$ cat config.mk
export PLATFORM = sky130hd
export DESIGN_NAME = credit_throttle_with_queue
export DESIGN_NICKNAME = d
export VERILOG_FILES = /design/src/sv/ctq_pkg.sv /design/src/sv/ctq_store.sv /design/src/sv/ctq_ctrl.sv /design/src/sv/credit_throttle_with_queue.sv
export SDC_FILE = /design/constraint.sdc
export NUM_CORES = 2
export LEC_CHECK = 0
export ABC_AREA = 1
export BUFFER_PORTS_ARGS = -buffer_cell sky130_fd_sc_hd__buf_4
export CAP_MARGIN = 0
export CORE_UTILIZATION = 52
export DETAILED_ROUTE_END_ITERATION = 16
export PLACE_DENSITY = 0.7
export REMOVE_ABC_BUFFERS = 1
export SLEW_MARGIN = 5
export SYNTH_ARGS = -nofsm -noshare
export SYNTH_HDL_FRONTEND = slang
export SYNTH_HIERARCHICAL = 1
export SYNTH_SLANG_ARGS = --single-unit
$ cat constraint.sdc
create_clock -name clk_i -period 10.18 [get_ports clk_i]
set_input_delay 2.545 -clock clk_i [delete_from_list [all_inputs] [get_ports clk_i]]
set_output_delay 2.545 -clock clk_i [all_outputs]
set_load 0.01 [all_outputs]
$ cat src/sv/ctq_pkg.sv
// Shared types and constants of the credit throttle with its wait queue.
package ctq_pkg;

  localparam int CREDIT_W = 35;
  localparam int AMOUNT_W = 32;
  localparam int TAG_W    = 8;
  localparam int STATUS_W = 3;
  localparam int OUTCR_W  = 34;

  // Most results that one tick may release.
  localparam int MAX_RESULTS = 16;
  localparam int CNT_W       = $clog2(MAX_RESULTS + 1);

  localparam logic signed [CREDIT_W-1:0] CREDIT_MAX = 35'sh1_FFFF_FFFF;

  // Register indexes of the configuration port.
  localparam logic REG_CREDIT_PER_TICK = 1'b0;

  typedef enum logic [STATUS_W-1:0] {
    ST_GRANTED  = 3'd0,
    ST_QUEUED   = 3'd1,
    ST_RELEASED = 3'd2,
    ST_REJECTED = 3'd3,
    ST_NONE     = 3'd4
  } ctq_status_e;

  typedef enum logic {
    KIND_REQUEST = 1'b0,
    KIND_TICK    = 1'b1
  } ctq_kind_e;

  typedef struct packed {
    logic                wr;
    logic [AMOUNT_W-1:0] value;
  } ctq_cfg_t;

endpackage

$ cat src/sv/ctq_store.sv
// Wait queue storage: one synchronous memory of amount and tag per entry.
module ctq_store #(
  parameter int QUEUE_DEPTH = 16,
  parameter int ADDR_W      = 4
) (
  input  logic                       clk_i,
  input  logic                       wr_en_i,
  input  logic [ADDR_W-1:0]          wr_addr_i,
  input  logic [ctq_pkg::AMOUNT_W-1:0] wr_amount_i,
  input  logic [ctq_pkg::TAG_W-1:0]    wr_tag_i,
  input  logic                       rd_en_i,
  input  logic [ADDR_W-1:0]          rd_addr_i,
  output logic [ctq_pkg::AMOUNT_W-1:0] rd_amount_o,
  output logic [ctq_pkg::TAG_W-1:0]    rd_tag_o
);
  import ctq_pkg::*;

  localparam int WORD_W = AMOUNT_W + TAG_W;

  logic [WORD_W-1:0] mem [QUEUE_DEPTH];
  logic [WORD_W-1:0] rd_q;

  always_ff @(posedge clk_i) begin
    if (wr_en_i) begin
      mem[wr_addr_i] <= {wr_amount_i, wr_tag_i};
    end
  end

  // Read data is registered and holds until the next read is issued.
  always_ff @(posedge clk_i) begin
    if (rd_en_i) begin
      rd_q <= mem[rd_addr_i];
    end
  end

  assign rd_amount_o = rd_q[WORD_W-1:TAG_W];
  assign rd_tag_o    = rd_q[TAG_W-1:0];

endmodule

$ cat src/sv/ctq_ctrl.sv
// Credit bookkeeping, queue pointers, release sequencer and result register.
module ctq_ctrl #(
  parameter int QUEUE_DEPTH = 16,
  parameter int ADDR_W      = 4,
  parameter int FILL_W      = 5
) (
  input  logic                          clk_i,
  input  logic                          rst_ni,
  input  ctq_pkg::ctq_cfg_t             cfg_i,
  output logic [ctq_pkg::AMOUNT_W-1:0]  credit_per_tick_o,
  input  logic                          in_valid_i,
  output logic                          in_ready_o,
  input  logic                          req_type_i,
  input  logic [ctq_pkg::AMOUNT_W-1:0]  amount_i,
  input  logic [ctq_pkg::TAG_W-1:0]     tag_i,
  output logic                          out_valid_o,
  input  logic                          out_ready_i,
  output logic [ctq_pkg::STATUS_W-1:0]  status_o,
  output logic [ctq_pkg::TAG_W-1:0]     out_tag_o,
  output logic signed [ctq_pkg::OUTCR_W-1:0] credit_after_o,
  output logic                          last_o,
  output logic                          wr_en_o,
  output logic [ADDR_W-1:0]             wr_addr_o,
  output logic [ctq_pkg::AMOUNT_W-1:0]  wr_amount_o,
  output logic [ctq_pkg::TAG_W-1:0]     wr_tag_o,
  output logic                          rd_en_o,
  output logic [ADDR_W-1:0]             rd_addr_o,
  input  logic [ctq_pkg::AMOUNT_W-1:0]  rd_amount_i,
  input  logic [ctq_pkg::TAG_W-1:0]     rd_tag_i
);
  import ctq_pkg::*;

  localparam logic [ADDR_W-1:0] LAST_IDX = ADDR_W'(QUEUE_DEPTH - 1);
  localparam logic [FILL_W-1:0] FULL     = FILL_W'(QUEUE_DEPTH);
  localparam logic [CNT_W-1:0]  CAP      = CNT_W'(MAX_RESULTS);

  typedef enum logic [1:0] {
    S_IDLE = 2'b01,
    S_REL  = 2'b10
  } ctq_state_e;

  function automatic logic is_pos(logic signed [CREDIT_W-1:0] v);
    return !v[CREDIT_W-1] && (v != '0);
  endfunction

  ctq_state_e                  state_q, state_d;
  logic [AMOUNT_W-1:0]         cpt_q, cpt_d;
  logic signed [CREDIT_W-1:0]  credit_q, credit_d;
  logic [ADDR_W-1:0]           head_q, head_d, tail_q, tail_d;
  logic [FILL_W-1:0]           fill_q, fill_d;
  logic [CNT_W-1:0]            cnt_q, cnt_d;

  logic                        out_valid_q, out_valid_d;
  logic                        load;
  ctq_status_e                 status_q, status_d;
  logic [TAG_W-1:0]            tag_q, tag_d;
  logic signed [OUTCR_W-1:0]   cr_q, cr_d;
  logic                        last_q, last_d;

  logic                        unlimited, out_free, in_acc;
  logic signed [CREDIT_W-1:0]  sum, sat, charged;
  logic [ADDR_W-1:0]           head_nx;
  logic [FILL_W-1:0]           fill_dec;
  logic [CNT_W-1:0]            cnt_inc;
  logic                        rel_last;

  assign unlimited = (cpt_q == '0);
  assign out_free  = !out_valid_q || out_ready_i;
  assign in_ready_o = (state_q == S_IDLE) && out_free;
  assign in_acc    = in_valid_i && in_ready_o;

  assign sum      = credit_q + $signed({3'b000, cpt_q});
  assign sat      = (sum > CREDIT_MAX) ? CREDIT_MAX : sum;
  assign charged  = unlimited ? credit_q : credit_q - $signed({3'b000, rd_amount_i});
  assign head_nx  = (head_q == LAST_IDX) ? '0 : head_q + 1'b1;
  assign fill_dec = fill_q - 1'b1;
  assign cnt_inc  = cnt_q + 1'b1;
  // The walk ends when the queue empties, the cap is reached or credit runs out.
  assign rel_last = (fill_dec == '0) || (cnt_inc == CAP) || (!unlimited && !is_pos(charged));

  always_comb begin
    state_d     = state_q;
    cpt_d       = cpt_q;
    credit_d    = credit_q;
    head_d      = head_q;
    tail_d      = tail_q;
    fill_d      = fill_q;
    cnt_d       = cnt_q;
    load        = 1'b0;
    status_d    = ST_GRANTED;
    tag_d       = tag_i;
    cr_d        = credit_q[OUTCR_W-1:0];
    last_d      = 1'b1;
    wr_en_o     = 1'b0;
    wr_addr_o   = tail_q;
    wr_amount_o = amount_i;
    wr_tag_o    = tag_i;
    rd_en_o     = 1'b0;
    rd_addr_o   = head_q;

    unique case (state_q)
      S_IDLE: begin
        if (in_acc) begin
          if (req_type_i == KIND_REQUEST) begin
            load = 1'b1;
            if (amount_i == '0 || unlimited) begin
              status_d = ST_GRANTED;
            end else if (is_pos(credit_q)) begin
              credit_d = credit_q - $signed({3'b000, amount_i});
              status_d = ST_GRANTED;
            end else if (fill_q == FULL) begin
              status_d = ST_REJECTED;
            end else begin
              wr_en_o  = 1'b1;
              tail_d   = (tail_q == LAST_IDX) ? '0 : tail_q + 1'b1;
              fill_d   = fill_q + 1'b1;
              status_d = ST_QUEUED;
            end
            cr_d = credit_d[OUTCR_W-1:0];
          end else begin
            credit_d = sat;
            if (fill_q != '0 && (unlimited || is_pos(sat))) begin
              rd_en_o = 1'b1;
              cnt_d   = '0;
              state_d = S_REL;
            end else begin
              load     = 1'b1;
              status_d = ST_NONE;
              tag_d    = '0;
              cr_d     = sat[OUTCR_W-1:0];
            end
          end
        end
      end
      S_REL: begin
        if (out_free) begin
          load     = 1'b1;
          status_d = ST_RELEASED;
          tag_d    = rd_tag_i;
          cr_d     = charged[OUTCR_W-1:0];
          last_d   = rel_last;
          credit_d = charged;
          head_d   = head_nx;
          fill_d   = fill_dec;
          cnt_d    = cnt_inc;
          if (rel_last) begin
            state_d = S_IDLE;
          end else begin
            rd_en_o   = 1'b1;
            rd_addr_o = head_nx;
          end
        end
      end
      default: begin
        state_d = S_IDLE;
      end
    endcase

    // A register write restarts the bucket; the user must write it only while idle, as the block does not enforce it.
    if (cfg_i.wr) begin
      cpt_d    = cfg_i.value;
      credit_d = $signed({3'b000, cfg_i.value});
    end
  end

  always_comb begin
    out_valid_d = out_valid_q;
    if (load) begin
      out_valid_d = 1'b1;
    end else if (out_ready_i) begin
      out_valid_d = 1'b0;
    end
  end

  always_ff @(posedge clk_i or negedge rst_ni) begin
    if (!rst_ni) begin
      state_q     <= S_IDLE;
      cpt_q       <= '0;
      credit_q    <= '0;
      head_q      <= '0;
      tail_q      <= '0;
      fill_q      <= '0;
      cnt_q       <= '0;
      out_valid_q <= 1'b0;
    end else begin
      state_q     <= state_d;
      cpt_q       <= cpt_d;
      credit_q    <= credit_d;
      head_q      <= head_d;
      tail_q      <= tail_d;
      fill_q      <= fill_d;
      cnt_q       <= cnt_d;
      out_valid_q <= out_valid_d;
    end
  end

  always_ff @(posedge clk_i) begin
    if (load) begin
      status_q <= status_d;
      tag_q    <= tag_d;
      cr_q     <= cr_d;
      last_q   <= last_d;
    end
  end

  assign credit_per_tick_o = cpt_q;
  assign out_valid_o       = out_valid_q;
  assign status_o          = status_q;
  assign out_tag_o         = tag_q;
  assign credit_after_o    = cr_q;
  assign last_o            = last_q;

endmodule

$ cat src/sv/credit_throttle_with_queue.sv
// Top level of the credit throttle: register port, control and queue memory.
//
//   Channel | Direction | Handshake          | Word
//   input   | in        | in_valid/in_ready  | req_type, amount, tag
//   result  | out       | out_valid/out_ready| status, out_tag, credit_after, last
//   config  | in        | APB, pready high   | credit_per_tick at address 0
//
// A request gives one result; a new word is taken whenever the sequencer is idle and
// the result register is empty or being emptied. A tick that releases nothing
// also gives one result. A tick that releases n queued requests first issues
// the first memory read, then gives one result per release from the queue
// memory's single read port. Output stalls hold the sequencer in place.
// Reset clears credit, setting and pointers at once; the memory is not cleared.
module credit_throttle_with_queue #(
  parameter int QUEUE_DEPTH = 16
) (
  input  logic                               clk_i,
  input  logic                               rst_ni,
  input  logic                               psel,
  input  logic                               penable,
  input  logic                               pwrite,
  input  logic [2:0]                         paddr,
  input  logic [31:0]                        pwdata,
  output logic [31:0]                        prdata,
  output logic                               pready,
  input  logic                               in_valid_i,
  output logic                               in_ready_o,
  input  logic                               req_type_i,
  input  logic [ctq_pkg::AMOUNT_W-1:0]       amount_i,
  input  logic [ctq_pkg::TAG_W-1:0]          tag_i,
  output logic                               out_valid_o,
  input  logic                               out_ready_i,
  output logic [ctq_pkg::STATUS_W-1:0]       status_o,
  output logic [ctq_pkg::TAG_W-1:0]          out_tag_o,
  output logic signed [ctq_pkg::OUTCR_W-1:0] credit_after_o,
  output logic                               last_o
);
  import ctq_pkg::*;

  localparam int ADDR_W = (QUEUE_DEPTH > 1) ? $clog2(QUEUE_DEPTH) : 1;
  localparam int FILL_W = $clog2(QUEUE_DEPTH + 1);

  ctq_cfg_t            cfg;
  logic [AMOUNT_W-1:0] cpt;
  logic                reg_hit;

  logic                wr_en, rd_en;
  logic [ADDR_W-1:0]   wr_addr, rd_addr;
  logic [AMOUNT_W-1:0] wr_amount, rd_amount;
  logic [TAG_W-1:0]    wr_tag, rd_tag;

  assign reg_hit   = (paddr[2] == REG_CREDIT_PER_TICK);
  assign pready    = 1'b1;
  assign cfg.wr    = psel && penable && pwrite && reg_hit;
  assign cfg.value = pwdata;
  assign prdata    = reg_hit ? cpt : '0;

  ctq_ctrl #(
    .QUEUE_DEPTH(QUEUE_DEPTH),
    .ADDR_W     (ADDR_W),
    .FILL_W     (FILL_W)
  ) u_ctrl (
    .clk_i            (clk_i),
    .rst_ni           (rst_ni),
    .cfg_i            (cfg),
    .credit_per_tick_o(cpt),
    .in_valid_i       (in_valid_i),
    .in_ready_o       (in_ready_o),
    .req_type_i       (req_type_i),
    .amount_i         (amount_i),
    .tag_i            (tag_i),
    .out_valid_o      (out_valid_o),
    .out_ready_i      (out_ready_i),
    .status_o         (status_o),
    .out_tag_o        (out_tag_o),
    .credit_after_o   (credit_after_o),
    .last_o           (last_o),
    .wr_en_o          (wr_en),
    .wr_addr_o        (wr_addr),
    .wr_amount_o      (wr_amount),
    .wr_tag_o         (wr_tag),
    .rd_en_o          (rd_en),
    .rd_addr_o        (rd_addr),
    .rd_amount_i      (rd_amount),
    .rd_tag_i         (rd_tag)
  );

  ctq_store #(
    .QUEUE_DEPTH(QUEUE_DEPTH),
    .ADDR_W     (ADDR_W)
  ) u_store (
    .clk_i      (clk_i),
    .wr_en_i    (wr_en),
    .wr_addr_i  (wr_addr),
    .wr_amount_i(wr_amount),
    .wr_tag_i   (wr_tag),
    .rd_en_i    (rd_en),
    .rd_addr_i  (rd_addr),
    .rd_amount_o(rd_amount),
    .rd_tag_o   (rd_tag)
  );

endmodule

==> metrics.txt <==
slowest CP cell=nand2_2; vias per cell=~5.4; setup violators final=0; min cycle time layout=around 7600 ps; placed cell areas=between 40,000 and 50,000 um^2; fraction of layout cells with a size suffix above 1=under 10%; sequential share of the synthesized area=52.5%; unrepaired setup endpoints after global routing=false; Startpoint Class=register; # port buffers=160; CTS resizes=0; post-layout util=roughly 58%; post-synth cell types=59; worst hold slack=roughly 500 ps; WP data arrival=between 7000 and 8000 ps; syn_area_per_cell=around 8.2 um^2; asr flop ratio synth=between 10% and 20%; most frequent CP cell=nand3_1; max cap viols=0; Core Region=between 80,000 and 90,000 um^2; boundary pin count=164; wire length per cell=about 20 um; Highest Clock Rate=~130 MHz; drt pass-1 iters=6; hold buffer count at CTS=0; peak supply drop=roughly 0.34 mV; WP buf/inv=2; Die Wd=299 um; largest net degree at the start of global routing=between 150 and 200; largest stage delay on the critical path=approximately 990 ps; Ys Warns=6; overall die area=roughly 89,000 um^2; via count=37,500; status=complete, no violations; cell family with most CP delay=simple AND/OR/NAND/NOR gates; most common cell after layout, fill and taps aside=nand2_1; CTS root buffer=clkbuf_16; # diodes=0; clk buf depth=3; final slew viol count=0; Iter 0 DRT Violations=around 3,700; Final HPWL DP=slightly below 90 mm; Req. time, crit path=10,530 ps; Setup crit end kind=register; Crit Path Max Fanout=39; Design Power=about 16 mW; DRC=0; antenna violations before repair=2; Area growth syn-to-layout=10.0%; starting density of the core=about 53%; Yosys reg bits=814; GRT Total Usage=30.7%; Clock Skews=38.9 ps; Post-Synthesis Cells=approximately 5,600; Rel. slew slack=15.6%; Worst Max-Slew Pin Slew=roughly 1300 ps; Worst-Skew Late Latency=approximately 680 ps; grt ovf=0; power per cell area=between 300 and 400 nW/um^2; Worst Hold Class=register to register; TritonCTS clock tree=yes; Fin. Hold Viols=0; cell area after synthesis=45,700 um^2; Setup Fix Bufs, Post-CTS=0; clock buffer count from CTS=between 80 and 90; GPL Wtd Cong=roughly 0.97; Synth Flop Type=edfxtp_1; Post-synth EDFFs=726; ANT nets after route=0; Row Count=around 110; kind of critical path=register to register; chip height=about 300 um; first-pass GRT wire length=between 200 and 250 mm; Design Area, Final=slightly above 50,000 um^2; clock sink count=approximately 810; layout net count=roughly 5,900; drt total wl=~140 mm; most frequent cells in the layout=1,899 x nand2_1, 970 x inv_1, 726 x edfxtp_1; Clk pin slew, worst setup/hold paths=about 60 ps; period utilization=about three quarters; CTS H-Tree Depth=3; vias in the first global route=between 30,000 and 40,000; Leak=23.5 nW
cell families after synthesis:
family	count (synthesis)	share of synthesized area (%)
buf+inv	1231	11.3
fa+ha+maj	108	3.00
flops	814	52.5
simple gates	2965	27.1
compound gates	444	5.34
other cells	1	0.00820
xor+xnor	45	0.861
final timing paths:
check,startpoint,end,slack (ps),cells after the start
setup reg to reg,u_ctrl/credit_q[8]$_DFFE_PN0P_,u_ctrl/out_tag_o[7]$_DFFE_PP_,2570,31
hold / removal,u_ctrl/state_q[0]$_DFFE_PN1P_,u_ctrl/state_q[0]$_DFFE_PN1P_,500,2
hold reg to reg,u_ctrl/state_q[0]$_DFFE_PN1P_,u_ctrl/state_q[0]$_DFFE_PN1P_,500,2
setup / recovery,u_ctrl/credit_q[8]$_DFFE_PN0P_,u_ctrl/out_tag_o[7]$_DFFE_PP_,2570,31
max in group asynchronous,rst_ni,u_ctrl/credit_q[10]$_DFFE_PN0P_,7130,2
min in group asynchronous,rst_ni,u_ctrl/cnt_q[1]$_DFFE_PN0P_,1760,1
final cells by class:
cell class | count | area [um^2]
Timing Repair Buffer | 215 | 1630
Clock inverter | 47 | 392
Multi-Input combinational cell | 3563 | 16800
Fill cell | 7712 | 36600
Tap cell | 1155 | 1450
Sequential cell | 814 | 24000
Clock buffer | 114 | 2380
Inverter | 982 | 3700
where the power goes:
group / internal, mW / total (mW) / switching (mW)
Sequential: 4.06 / 4.38 / 0.320
Combinational: 2.50 / 8.46 / 5.96
Clock: 1.74 / 3.08 / 1.34
Total: 8.31 / 15.9 / 7.62
routing by layer:
layer  vias up  global-route usage, %  part of all wire (%)
met3       330                   3.67                   7.3
met4         4                   14.1                   4.6
li1      18100                      -                     -
met5         -                      0                 0.017
met2      1539                   52.3                    49
met1     17600                   39.1                    40
flip-flops by register name, indices dropped and copies added (netlist names), 5 cells and up:
signal	flops
u_ctrl/out_tag_o	8
u_ctrl/credit_after_o	34
u_ctrl/credit_per_tick_o	32
u_ctrl/cnt_q	5
u_store/rd_q	40
u_ctrl/fill_q	5
u_store/mem	640
u_ctrl/credit_q	35
tightest hold or removal path, stage by stage (launching register included):
cell and delay (ps):
dfstp_2 380, nand2_1 70, nand2_1 50
Yosys cell counts (all sizes together), types with 5 or more instances:
library cell / n / area share, %
nand3b: 19 / 0.31
a22oi: 5 / 0.082
inv: 981 / 8.1
nor3: 30 / 0.35
buf: 197 / 2.8
o21bai: 12 / 0.20
o211ai: 17 / 0.28
o221ai: 5 / 0.096
o21ai: 161 / 1.8
o22ai: 23 / 0.31
xnor2: 23 / 0.44
nor2: 290 / 2.5
dfrtp: 87 / 4.8
nand2: 1918 / 16
ha: 105 / 2.9
a21o: 8 / 0.13
nand4: 60 / 0.83
nand3: 623 / 6.9
nor4: 17 / 0.25
edfxtp: 726 / 48
xor2: 22 / 0.42
a21oi: 197 / 2.2
clkbuf: 52 / 0.43
stage by stage:
stage / setup slack (ps) / cells / setup TNS (ps)
floorplan: -20970 / 5359 / -837940
global placement: 2780 / 6729 / 0
detailed placement: 2720 / 6729 / 0
CTS: 2700 / 6890 / 0
global route: 2080 / 6890 / 0
finish: 2570 / 6890 / 0
Note: power is estimated with default switching activity, not from simulation.
